**src/hdl/smrr_pkg.sv**
```systemverilog
package smrr_pkg;

    // mixer constants
    localparam logic [63:0] GOLDEN_INC = 64'h9E3779B97F4A7C15;
    localparam logic [63:0] MIX_MUL_A  = 64'hBF58476D1CE4E5B9;
    localparam logic [63:0] MIX_MUL_B  = 64'h94D049BB133111EB;
    localparam int unsigned SHIFT_PRE  = 30;
    localparam int unsigned SHIFT_MID  = 27;
    localparam int unsigned SHIFT_POST = 31;

    // sequencing
    localparam int unsigned MUL_STEPS = 4;
    localparam int unsigned DIV_STEPS = 64;
    localparam int unsigned CNT_W     = $clog2(DIV_STEPS);

    // operation codes
    localparam logic [1:0] OP_RAW   = 2'd0;
    localparam logic [1:0] OP_BOUND = 2'd1;
    localparam logic [1:0] OP_RANGE = 2'd2;

    typedef enum logic [3:0] {
        S_IDLE,
        S_ADV,
        S_PRE,
        S_MULA,
        S_MID,
        S_MULB,
        S_POST,
        S_DIV,
        S_DONE
    } t_state;

    typedef struct packed {
        logic [1:0]         operation;
        logic signed [31:0] bound_count;
        logic signed [31:0] range_low;
        logic signed [31:0] range_high;
    } t_in;

    typedef struct packed {
        logic [63:0]        raw_word;
        logic signed [31:0] ranged_value;
    } t_out;

    typedef struct packed {
        logic       accept;
        logic       adv;
        logic       pre;
        logic       mul_a;
        logic       mid;
        logic       mul_b;
        logic       post;
        logic       div_step;
        logic       load_out;
        logic [1:0] mul_step;
    } t_cmd;

    typedef struct packed {
        logic adv_ok;
        logic mod_needed;
    } t_stat;

    // true when a 32-bit pattern read as signed is above zero
    function automatic logic positive32(input logic [31:0] v);
        positive32 = (v != 32'd0) && !v[31];
    endfunction

endpackage

```
**src/hdl/smrr_datapath.sv**
```systemverilog
module smrr_datapath (
    input  logic             i_clk,
    input  logic             i_rst_n,
    input  logic             i_cfg_we,
    input  logic [63:0]      i_cfg_wdata,
    input  smrr_pkg::t_in    i_in,
    input  smrr_pkg::t_cmd   i_cmd,
    output smrr_pkg::t_stat  o_stat,
    output smrr_pkg::t_out   o_out
);

    logic [63:0] r_state;
    logic [63:0] r_z;
    logic [63:0] r_prod;
    logic [63:0] r_acc;
    logic [63:0] r_word;
    logic [63:0] r_dvd;
    logic [31:0] r_rem;
    logic [31:0] r_div;
    logic [31:0] r_lo;
    logic [1:0]  r_op;
    logic        r_adv;
    smrr_pkg::t_out r_out;

    logic [31:0] w_span;
    logic        w_adv_ok;
    logic [63:0] w_k;
    logic [31:0] w_mul_x;
    logic [31:0] w_mul_y;
    logic [63:0] w_prod;
    logic [31:0] w_trial;
    logic        w_ge;
    logic [31:0] w_ranged;

    // span of the range and whether the generator advances
    assign w_span = 32'(i_in.range_high) - 32'(i_in.range_low) + 32'd1;

    always_comb begin
        case (i_in.operation)
            smrr_pkg::OP_RAW:   w_adv_ok = 1'b1;
            smrr_pkg::OP_BOUND: w_adv_ok = smrr_pkg::positive32(32'(i_in.bound_count));
            smrr_pkg::OP_RANGE: w_adv_ok = smrr_pkg::positive32(w_span);
            default:            w_adv_ok = 1'b0;
        endcase
    end

    assign o_stat.adv_ok     = w_adv_ok;
    assign o_stat.mod_needed = (r_op != smrr_pkg::OP_RAW);

    // shared 32x32 multiplier, operand select per partial product
    assign w_k = i_cmd.mul_b ? smrr_pkg::MIX_MUL_B : smrr_pkg::MIX_MUL_A;

    always_comb begin
        case (i_cmd.mul_step)
            2'd0: begin
                w_mul_x = r_z[31:0];
                w_mul_y = w_k[31:0];
            end
            2'd1: begin
                w_mul_x = r_z[63:32];
                w_mul_y = w_k[31:0];
            end
            default: begin
                w_mul_x = r_z[31:0];
                w_mul_y = w_k[63:32];
            end
        endcase
    end

    assign w_prod = 64'(w_mul_x) * 64'(w_mul_y);

    // one restoring remainder step
    assign w_trial = {r_rem[30:0], r_dvd[63]};
    assign w_ge    = (w_trial >= r_div);

    // final ranged value
    always_comb begin
        if (!r_adv) begin
            w_ranged = (r_op == smrr_pkg::OP_RANGE) ? r_lo : 32'd0;
        end else begin
            case (r_op)
                smrr_pkg::OP_BOUND: w_ranged = r_rem;
                smrr_pkg::OP_RANGE: w_ranged = r_lo + r_rem;
                default:            w_ranged = 32'd0;
            endcase
        end
    end

    // generator state: seed load and golden increment
    always_ff @(posedge i_clk) begin
        if (!i_rst_n) begin
            r_state <= 64'd0;
        end else if (i_cfg_we) begin
            r_state <= i_cfg_wdata;
        end else if (i_cmd.adv) begin
            r_state <= r_state + smrr_pkg::GOLDEN_INC;
        end
    end

    // request capture
    always_ff @(posedge i_clk) begin
        if (i_cmd.accept) begin
            r_op  <= i_in.operation;
            r_adv <= w_adv_ok;
            r_lo  <= 32'(i_in.range_low);
            r_div <= (i_in.operation == smrr_pkg::OP_BOUND) ? 32'(i_in.bound_count) : w_span;
        end
    end

    // mixer: xor-shift stages and partial product accumulation
    always_ff @(posedge i_clk) begin
        if (i_cmd.pre) begin
            r_z <= r_state ^ (r_state >> smrr_pkg::SHIFT_PRE);
        end else if (i_cmd.mid) begin
            r_z <= r_acc ^ (r_acc >> smrr_pkg::SHIFT_MID);
        end
        if (i_cmd.mul_a || i_cmd.mul_b) begin
            r_prod <= w_prod;
            case (i_cmd.mul_step)
                2'd0:    r_acc <= r_acc;
                2'd1:    r_acc <= r_prod;
                default: r_acc[63:32] <= r_acc[63:32] + r_prod[31:0];
            endcase
        end
        if (i_cmd.post) begin
            r_word <= r_acc ^ (r_acc >> smrr_pkg::SHIFT_POST);
        end
    end

    // remainder unit
    always_ff @(posedge i_clk) begin
        if (i_cmd.post) begin
            r_dvd <= r_acc ^ (r_acc >> smrr_pkg::SHIFT_POST);
            r_rem <= 32'd0;
        end else if (i_cmd.div_step) begin
            r_dvd <= {r_dvd[62:0], 1'b0};
            r_rem <= w_ge ? (w_trial - r_div) : w_trial;
        end
    end

    // output register
    always_ff @(posedge i_clk) begin
        if (i_cmd.load_out) begin
            r_out.raw_word     <= r_adv ? r_word : 64'd0;
            r_out.ranged_value <= $signed(w_ranged);
        end
    end

    assign o_out = r_out;

endmodule

```
**src/hdl/smrr_ctrl.sv**
```systemverilog
module smrr_ctrl (
    input  logic             i_clk,
    input  logic             i_rst_n,
    input  logic             i_in_valid,
    input  logic             i_out_stall,
    input  smrr_pkg::t_stat  i_stat,
    output logic             o_in_stall,
    output logic             o_out_valid,
    output smrr_pkg::t_cmd   o_cmd
);

    smrr_pkg::t_state r_state;
    smrr_pkg::t_state n_state;
    logic [smrr_pkg::CNT_W-1:0] r_cnt;
    logic [smrr_pkg::CNT_W-1:0] n_cnt;
    logic r_out_valid;
    logic n_out_valid;

    logic w_last_mul;
    logic w_last_div;
    logic w_out_free;

    assign w_last_mul = (r_cnt == smrr_pkg::CNT_W'(smrr_pkg::MUL_STEPS - 1));
    assign w_last_div = (r_cnt == smrr_pkg::CNT_W'(smrr_pkg::DIV_STEPS - 1));
    assign w_out_free = !r_out_valid || !i_out_stall;

    // next state
    always_comb begin
        n_state = r_state;
        case (r_state)
            smrr_pkg::S_IDLE: begin
                if (i_in_valid) begin
                    n_state = i_stat.adv_ok ? smrr_pkg::S_ADV : smrr_pkg::S_DONE;
                end
            end
            smrr_pkg::S_ADV:  n_state = smrr_pkg::S_PRE;
            smrr_pkg::S_PRE:  n_state = smrr_pkg::S_MULA;
            smrr_pkg::S_MULA: begin
                if (w_last_mul) begin
                    n_state = smrr_pkg::S_MID;
                end
            end
            smrr_pkg::S_MID:  n_state = smrr_pkg::S_MULB;
            smrr_pkg::S_MULB: begin
                if (w_last_mul) begin
                    n_state = smrr_pkg::S_POST;
                end
            end
            smrr_pkg::S_POST: begin
                n_state = i_stat.mod_needed ? smrr_pkg::S_DIV : smrr_pkg::S_DONE;
            end
            smrr_pkg::S_DIV: begin
                if (w_last_div) begin
                    n_state = smrr_pkg::S_DONE;
                end
            end
            smrr_pkg::S_DONE: begin
                if (w_out_free) begin
                    n_state = smrr_pkg::S_IDLE;
                end
            end
            default: n_state = smrr_pkg::S_IDLE;
        endcase
    end

    // commands to the datapath
    always_comb begin
        o_cmd          = '0;
        o_cmd.mul_step = r_cnt[1:0];
        case (r_state)
            smrr_pkg::S_IDLE: o_cmd.accept   = i_in_valid;
            smrr_pkg::S_ADV:  o_cmd.adv      = 1'b1;
            smrr_pkg::S_PRE:  o_cmd.pre      = 1'b1;
            smrr_pkg::S_MULA: o_cmd.mul_a    = 1'b1;
            smrr_pkg::S_MID:  o_cmd.mid      = 1'b1;
            smrr_pkg::S_MULB: o_cmd.mul_b    = 1'b1;
            smrr_pkg::S_POST: o_cmd.post     = 1'b1;
            smrr_pkg::S_DIV:  o_cmd.div_step = 1'b1;
            smrr_pkg::S_DONE: o_cmd.load_out = w_out_free;
            default:          o_cmd.accept   = 1'b0;
        endcase
    end

    // step counter for multiply and remainder passes
    always_comb begin
        n_cnt = '0;
        if (r_state inside {smrr_pkg::S_MULA, smrr_pkg::S_MULB}) begin
            n_cnt = w_last_mul ? '0 : r_cnt + 1'b1;
        end else if (r_state == smrr_pkg::S_DIV) begin
            n_cnt = w_last_div ? '0 : r_cnt + 1'b1;
        end
    end

    // output beat valid
    always_comb begin
        n_out_valid = r_out_valid;
        if (o_cmd.load_out) begin
            n_out_valid = 1'b1;
        end else if (r_out_valid && !i_out_stall) begin
            n_out_valid = 1'b0;
        end
    end

    always_ff @(posedge i_clk) begin
        if (!i_rst_n) begin
            r_state     <= smrr_pkg::S_IDLE;
            r_cnt       <= '0;
            r_out_valid <= 1'b0;
        end else begin
            r_state     <= n_state;
            r_cnt       <= n_cnt;
            r_out_valid <= n_out_valid;
        end
    end

    assign o_in_stall  = (r_state != smrr_pkg::S_IDLE);
    assign o_out_valid = r_out_valid;

endmodule

```
**src/hdl/splitmix64_ranged_random.sv**
```systemverilog
// splitmix64 generator with raw, bounded and ranged draws
//
// input channel: i_in_valid / o_in_stall carry one request beat (operation,
// bound_count, range_low, range_high). output channel: o_out_valid /
// i_out_stall carry one result beat (raw_word, ranged_value) per request.
// i_cfg_we with i_cfg_wdata loads the seed straight into the generator
// state; write it only while no request is in flight.
//
// one request is worked on at a time. a raw draw runs two 64-bit
// multiplies, each done as three 32x32 partial products on one shared
// multiplier. a bounded or ranged draw adds a pass of the radix-2
// remainder unit over the 64-bit word. a draw that does not advance
// the state (count not positive, operation 3) skips the mixer and goes
// straight to its result. the next request is taken in the cycle after
// the result enters the output register.
//
// reset clears the generator state to zero and empties the output register.
// while the receiver stalls, the result holds and one further request can
// be taken and run up to its result, which then waits for the register.
module splitmix64_ranged_random (
    input  logic            i_clk,
    input  logic            i_rst_n,
    input  logic            i_cfg_we,
    input  logic [63:0]     i_cfg_wdata,
    input  logic            i_in_valid,
    output logic            o_in_stall,
    input  smrr_pkg::t_in   i_in,
    output logic            o_out_valid,
    input  logic            i_out_stall,
    output smrr_pkg::t_out  o_out
);

    smrr_pkg::t_cmd  w_cmd;
    smrr_pkg::t_stat w_stat;

    // sequencer
    smrr_ctrl u_ctrl (
        .i_clk       (i_clk),
        .i_rst_n     (i_rst_n),
        .i_in_valid  (i_in_valid),
        .i_out_stall (i_out_stall),
        .i_stat      (w_stat),
        .o_in_stall  (o_in_stall),
        .o_out_valid (o_out_valid),
        .o_cmd       (w_cmd)
    );

    // generator, mixer and remainder unit
    smrr_datapath u_dp (
        .i_clk       (i_clk),
        .i_rst_n     (i_rst_n),
        .i_cfg_we    (i_cfg_we),
        .i_cfg_wdata (i_cfg_wdata),
        .i_in        (i_in),
        .i_cmd       (w_cmd),
        .o_stat      (w_stat),
        .o_out       (o_out)
    );

endmodule

```
**config.mk**
```make
export PLATFORM = sky130hd
export DESIGN_NAME = splitmix64_ranged_random
export DESIGN_NICKNAME = d
export VERILOG_FILES = /design/src/hdl/smrr_pkg.sv /design/src/hdl/smrr_datapath.sv /design/src/hdl/smrr_ctrl.sv /design/src/hdl/splitmix64_ranged_random.sv
export SDC_FILE = /design/constraint.sdc
export NUM_CORES = 2
export LEC_CHECK = 0
export BUFFER_PORTS_ARGS = -buffer_cell sky130_fd_sc_hd__clkbuf_2
export CORE_ASPECT_RATIO = 1.1
export CORE_UTILIZATION = 58
export CTS_BUF_LIST = sky130_fd_sc_hd__clkbuf_16
export CTS_CLUSTER_SIZE = 8
export DETAILED_ROUTE_END_ITERATION = 8
export GPL_TIMING_DRIVEN = 0
export PLACE_DENSITY_LB_ADDON = 0.3
export SYNTH_ARGS = -nofsm -noshare
export SYNTH_HDL_FRONTEND = slang
export SYNTH_SLANG_ARGS = --single-unit
```
**constraint.sdc**
```tcl
create_clock -name i_clk -period 10.4 [get_ports i_clk]
set_input_delay 1.56 -clock i_clk [delete_from_list [all_inputs] [get_ports i_clk]]
set_output_delay 1.56 -clock i_clk [all_outputs]
set_load 0.01 [all_outputs]
```
* After elaboration in Yosys (flattened, before gate mapping) *
Index checks and enable logic that the tools add are counted.

storage, ports and cells
  register bits = 590
  bits of input ports = 167
  word-level logic and storage cells = 114

operators by class
  $add $sub $neg = 7
  multiply operators = 1
  magnitude comparators = 1
  equal/unequal tests = 20
  mux-type cells = 39
  bitwise logic cells = 4
  reduce and logical (&&, ||, !) cells = 25

operators by type and width
  cell                                            number
  two-way mux 64 bit                              6
  two-way mux 32 bit                              6
  case mux 32 bit (2 select lines)                2
  adder 32 bit                                    2
  adder 64 bit (second input constant)            1
  multiplier 32 x 32 -> 64 bit                    1
  nonzero test 32 bit                             2
  subtractor 32 bit                               2
  XOR 64 x 33 -> 64 bit                           1
  XOR 64 x 34 -> 64 bit                           1
  XOR 64 x 37 -> 64 bit                           1
  two-way mux 62 bit                              1
  case mux 4 bit (9 select lines)                 1
  adder 32 x 1 -> 32 bit (second input constant)  1
  >= comparator 32 bit                            1
  two-way mux 4 bit                               7
  two-way mux 6 bit                               4
  == test 4 x 3 -> 1 bit (second input constant)  4
  nonzero test 2 bit                              6
  two-way mux 1 bit                               11
  == test 4 x 2 -> 1 bit (second input constant)  2
  != test 2 x 1 -> 1 bit (second input constant)  4
  adder 6 x 1 -> 6 bit (second input constant)    1
  == test 2 x 1 -> 1 bit (second input constant)  3
  other kinds (17)                                26

* Longest topological paths before layout *
  depth in word-level cells = 8
  depth in mapped cells = 41
  mapped depth without buffers = 34

* Hierarchy *
From an unflattened synthesis, not the netlist that was laid out.

unflattened totals
  cells, all modules = 5983
  area total of the unflattened synthesis = 61091.1 um^2

modules (own cells, without submodules)
  module         times used  cells an instance  area each (um^2)  seq. area each (um^2)
  smrr_datapath  1           5895               60361.6           16425.8
  smrr_ctrl      1           88                 729.4             220.2

* Worst setup path before layout *
Ideal clock, no wire load.

  path kind = reg2reg
  start point = register u_ctrl.r_cnt[0] in the netlist's numbering
  end point = register u_dp.r_prod[62] (data pin)
  library setup time = 0.258 ns
  arrival = 9.643 ns
  setup slack = 0.499 ns
  stages on the path, launching flop included = 37
  path buffers = 8
  period minus slack after synthesis = 9.901 ns
  cells stage by stage = dfxtp_1 -> ha_1 -> clkbuf_1 -> clkbuf_1 -> buf_1 -> clkbuf_1 -> clkbuf_1 -> or2_2 -> ha_1 -> clkbuf_1 -> clkbuf_1 -> nor2_1 -> fa_1 -> fa_1 -> inv_1 -> fa_1 -> fa_1 -> inv_1 -> fa_1 -> fa_1 -> fa_1 -> inv_1 -> fa_1 -> inv_1 -> ha_1 -> clkbuf_1 -> and3_1 -> and4_1 -> a21oi_1 -> nand2_1 -> a41oi_1 -> o21ai_1 -> a211oi_1 -> or2_2 -> o41ai_1 -> a21oi_1 -> xnor2_1

between the ends
  longest elaborated chain between the ends = 4

ends and longest elaborated chain
  element                                                      RTL line              RTL
  from (decl)                                                  smrr_ctrl.sv:14       logic [smrr_pkg::CNT_W-1:0] r_cnt;
  from (signal assigned)                                       smrr_ctrl.sv:111      r_cnt <= n_cnt;
  == test 2 x 1 -> 1 bit or logical NOT 2 bit (tied branches)  smrr_datapath.sv:54   case (i_cmd.mul_step)
  OR reduction 2 bit (no line)                                 n/a
  two-way mux 32 bit                                           smrr_datapath.sv:54
  multiplier 32 x 32 -> 64 bit (*)                             smrr_datapath.sv:70   assign w_prod = 64'(w_mul_x) * 64'(w_mul_y);
  via u_dp.w_prod[62]                                          smrr_datapath.sv:30   logic [63:0] w_prod;
  to (signal assigned)                                         smrr_datapath.sv:118  r_prod <= w_prod;
  to (decl)                                                    smrr_datapath.sv:14   logic [63:0] r_prod;

Mark *: on every way through the listed nets, which the timed path passes. The rest lies on a longest branch.
A chain may end at the register's enable or synchronous reset.

* Worst setup path after layout *
  start point = register u_ctrl.r_state[3]
  end point = register u_dp.r_prod[60] (data pin)

between the ends
  longest elaborated chain between the ends = 5

ends and longest elaborated chain
  element                       RTL line             RTL
  from (decl)                   smrr_ctrl.sv:12      smrr_pkg::t_state r_state;
  from (signal assigned)        smrr_ctrl.sv:106     r_state <= smrr_pkg::S_IDLE;
  from (signal assigned)        smrr_ctrl.sv:110     r_state <= n_state;
  == test 4 x 3 -> 1 bit        smrr_ctrl.sv:70      case (r_state)
  two-way mux 1 bit             smrr_ctrl.sv:70
  two-way mux 62 bit            smrr_datapath.sv:51  assign w_k = i_cmd.mul_b ? smrr_pkg::MIX_MUL_B : smrr_pkg::MIX_MUL_A;
  two-way mux 32 bit            smrr_datapath.sv:54
  multiplier 32 x 32 -> 64 bit  smrr_datapath.sv:70
  via u_dp.w_prod[60]           smrr_datapath.sv:30

The timed path passes the listed nets, and every way through them passes these cells.

==> impl_results.md <==
* Number of port buffers at 263
* Worst R2R Start: u_ctrl.r_state[3]
* Clock sinks at 590
* Finished Layout Cells at between 7k and 8k
* Layout cells sized above 1 at 9.99%
* Total CTS buffers at 84
* Nets at 7810
* Top cell type's share of synthesized area at 26.4%
* Clk Latency, worst-skew pair at around 640 ps
* Critical Path AT at 10580 ps
* Largest cells by area after synthesis: fa_1 (26%), edfxtp_1 (24%), ha_1 (11%)
* Cell family with most CP delay: adder cells
* CP max stage delay at approximately 700 ps
* Worst hold path class: flip-flop to flip-flop
* First-pass GRT wire length at 300000 µm
* Wirelength, routed at 205000 µm
* Most frequent cells in the layout: inv_1 (1159), fa_1 (804), ha_1 (512)
* GPL Wtd Cong at roughly 1.0
* Die Y at 342 µm
* Fin crit period at between 10000 and 15000 ps
* Number of global-route vias before repair at 46.8k
* Wire length per cell at 26.4 µm
* Post-route ant nets at 0
* Final Hold Fails at 0
* Vias/cell at about 6
* Commonest non-fill, non-tap cell in the layout: inv_1
* Site row count at 124
* Clock skew at 25.9 ps
* Post-route cell area at 67200 µm²
* Syn Inst Count at roughly 6.0k
* Pre-CTS setup slack at -3760 ps
* Max clock buf depth at 3
* Max FO, Critical Path at 10
* Post-synth EDFFs at 483
* Post-CTS Hold Fix Bufs at 0
* WP data required at 10780 ps
* Max Clk Rate at approximately 100 MHz
* CTS tree: yes
* Die area at 106000 µm²
* Largest net degree at the start of global routing at between 60 and 70
* Clock Pin Slew Worst Setup and Hold Paths at 50 ps
* Root Buffer Master: clkbuf_16
* Core area at 104000 µm²
* Register bit total from synthesis at ~600
* Primary FF master, synth: edfxtp_1
* Nature of the critical path startpoint: flip-flop
* Fraction of registers with async set/reset at 0%
* Placed Instances at about 7.6k
* Placement-stage cell area at about 64000 µm²
* Slew headroom at 20.0%
* Global Route Usage Sum at between 30% and 40%
* CP Capture Type: flip-flop
* CP Class: flip-flop to flip-flop
* Fillers at 8533
* Endpoints failing setup at 0
* Most frequent CP cell: fa_1
* Chip width at around 310 µm
* DRC at 0
* Buffers & Inverters on Critical Path at 9
* I/O pin cnt at between 200 and 300
* Util after Layout at between 60% and 70%
* Post-DP HPWL at 173000 µm
* Max Cap Viol at 0
* Routed vias at approximately 46k
* Crit-path slowest cell: clkbuf_1
* Setup ws final at between 150 and 200 ps
* Initial Util at 58.6%
* Worst reg2reg path depth at 35
* Post-synthesis sequential area ratio at 27.3%
* Initial antenna violation count at 8
* Post-synthesis average cell area at 10.2 µm²
* H-tree lvl count at 3
* Period utilization at 98.1%
* Gr ovfl total at 0
* Slew at the pin closest to its max-slew limit at 1170 ps
* R2R Setup Slk at 200 ps
* Hold path cells at 0
* Final Max Tran Viols at 0
* YS warnings at 0
* Largest area contributor in the netlist: fa_1
* Outcome: finished clean
* Syn nets at 7444
* Worst Hold End: u_dp.r_acc[22]
* Hold path start: u_dp.r_prod[22]
* Reg-to-Reg End: u_dp.r_prod[60]
* Cell area after synthesis at 61000 µm²
* Initial DRT Pass Iterations at 8
* Area delta synth->final at 10.1%
* Number of distinct library cells after synthesis at 77
* Starting DRT DRC Count at 5415
[stage by stage]
step	TNS [ps]	hold WS [ps]
3_5_place_dp	-135910	445
2_1_floorplan	0	431
6_report	0	464
3_3_place_gp	-126230	451
4_1_cts	0	464
5_1_grt	-13.4	486
[registers in the layout, indices dropped and copies added (netlist names)]
name / cells
u_dp.r_lo: 32
u_dp.r_div: 32
u_ctrl.r_state: 4
u_dp.r_acc: 64
u_dp.r_word: 64
u_dp.r_adv: 1
u_dp.r_rem: 32
u_ctrl.o_out_valid: 1
u_ctrl.r_cnt: 6
u_dp.o_out: 96
u_dp.r_dvd: 64
u_dp.r_op: 2
u_dp.r_state: 64
u_dp.r_z: 64
u_dp.r_prod: 64
[Yosys cell counts, types with 13 or more instances]
cell type,number
dfxtp_1,107
ha_1,522
a31oi_1,27
clkbuf_1,183
or2_2,16
nand3_1,48
nor4_1,19
fa_1,804
o21bai_1,46
nand2_1,405
or3_1,15
nor2b_1,27
o21ai_0,302
inv_1,1119
and2_1,230
a21o_1,112
nor2_1,292
o21a_1,31
o211ai_1,14
xor2_1,174
nand2b_1,105
and3_1,20
o31ai_1,13
mux2_2,121
nand4_1,32
a21oi_1,225
a22oi_1,28
mux2i_1,15
nor3_1,35
xnor2_1,191
a211oi_1,22
edfxtp_1,483
[timing repair]
| action | CTS | global route |
|---|---|---|
| gates cloned | 0 | 0 |
| buffers inserted | 9 | 5 |
| endpoints found under the setup margin | 55 | 23 |
| resized for setup | 89 | 58 |
| pin swaps | 4 | 2 |
[metal layers]
| layer | part of all wire (%) | track usage, % |
|---|---|---|
| met1 | 38 | 51.1 |
| met2 | 45 | 60.5 |
| met3 | 9.8 | 6.89 |
| met4 | 7.2 | 22.9 |
| met5 | 0.065 | 0 |
[cell type report]
class | instances | area [µm²] | area share [%]
tap | 1386 | 1730 | 2.58
clock inverter | 53 | 332 | 0.494
buffer | 182 | 807 | 1.20
antenna | 4 | 10.0 | 0.0149
clock buffer | 84 | 2100 | 3.13
sequential | 590 | 16600 | 24.8
inverter | 1123 | 4230 | 6.29
timing repair buffer | 295 | 1690 | 2.52
multi-input combinational | 4041 | 39600 | 59.0
[kinds of logic (layout without fill, tap and decap cells)]
family	Yosys count	after routing	synth area share [%]
compound gates	927	927	9.42
xor+xnor	365	365	5.24
fa+ha+maj	1326	1326	37.1
buf+inv	1320	1737	8.13
flops	590	590	27.3
mux	136	136	2.48
other cells	0	4	0
simple gates	1287	1287	10.3
[worst max path at each step]
stage                      startpoint         endpoint  slack [ps]  depth (start not counted)
finish              u_ctrl.r_state[3]  u_dp.r_prod[60]         200                         35
global route        u_ctrl.r_state[1]  u_dp.r_prod[60]          -8                         35
CTS                   u_ctrl.r_cnt[0]  u_dp.r_prod[62]         0.6                         35
detailed placement    u_ctrl.r_cnt[0]  u_dp.r_prod[62]       -3760                         34
global placement      u_ctrl.r_cnt[0]  u_dp.r_prod[62]       -3580                         34
floorplan             u_ctrl.r_cnt[0]  u_dp.r_prod[62]         500                         36
Power is left out: the tool's default activity adds up to more than one toggle a clock period on the data nets, which glitch-free logic cannot reach.
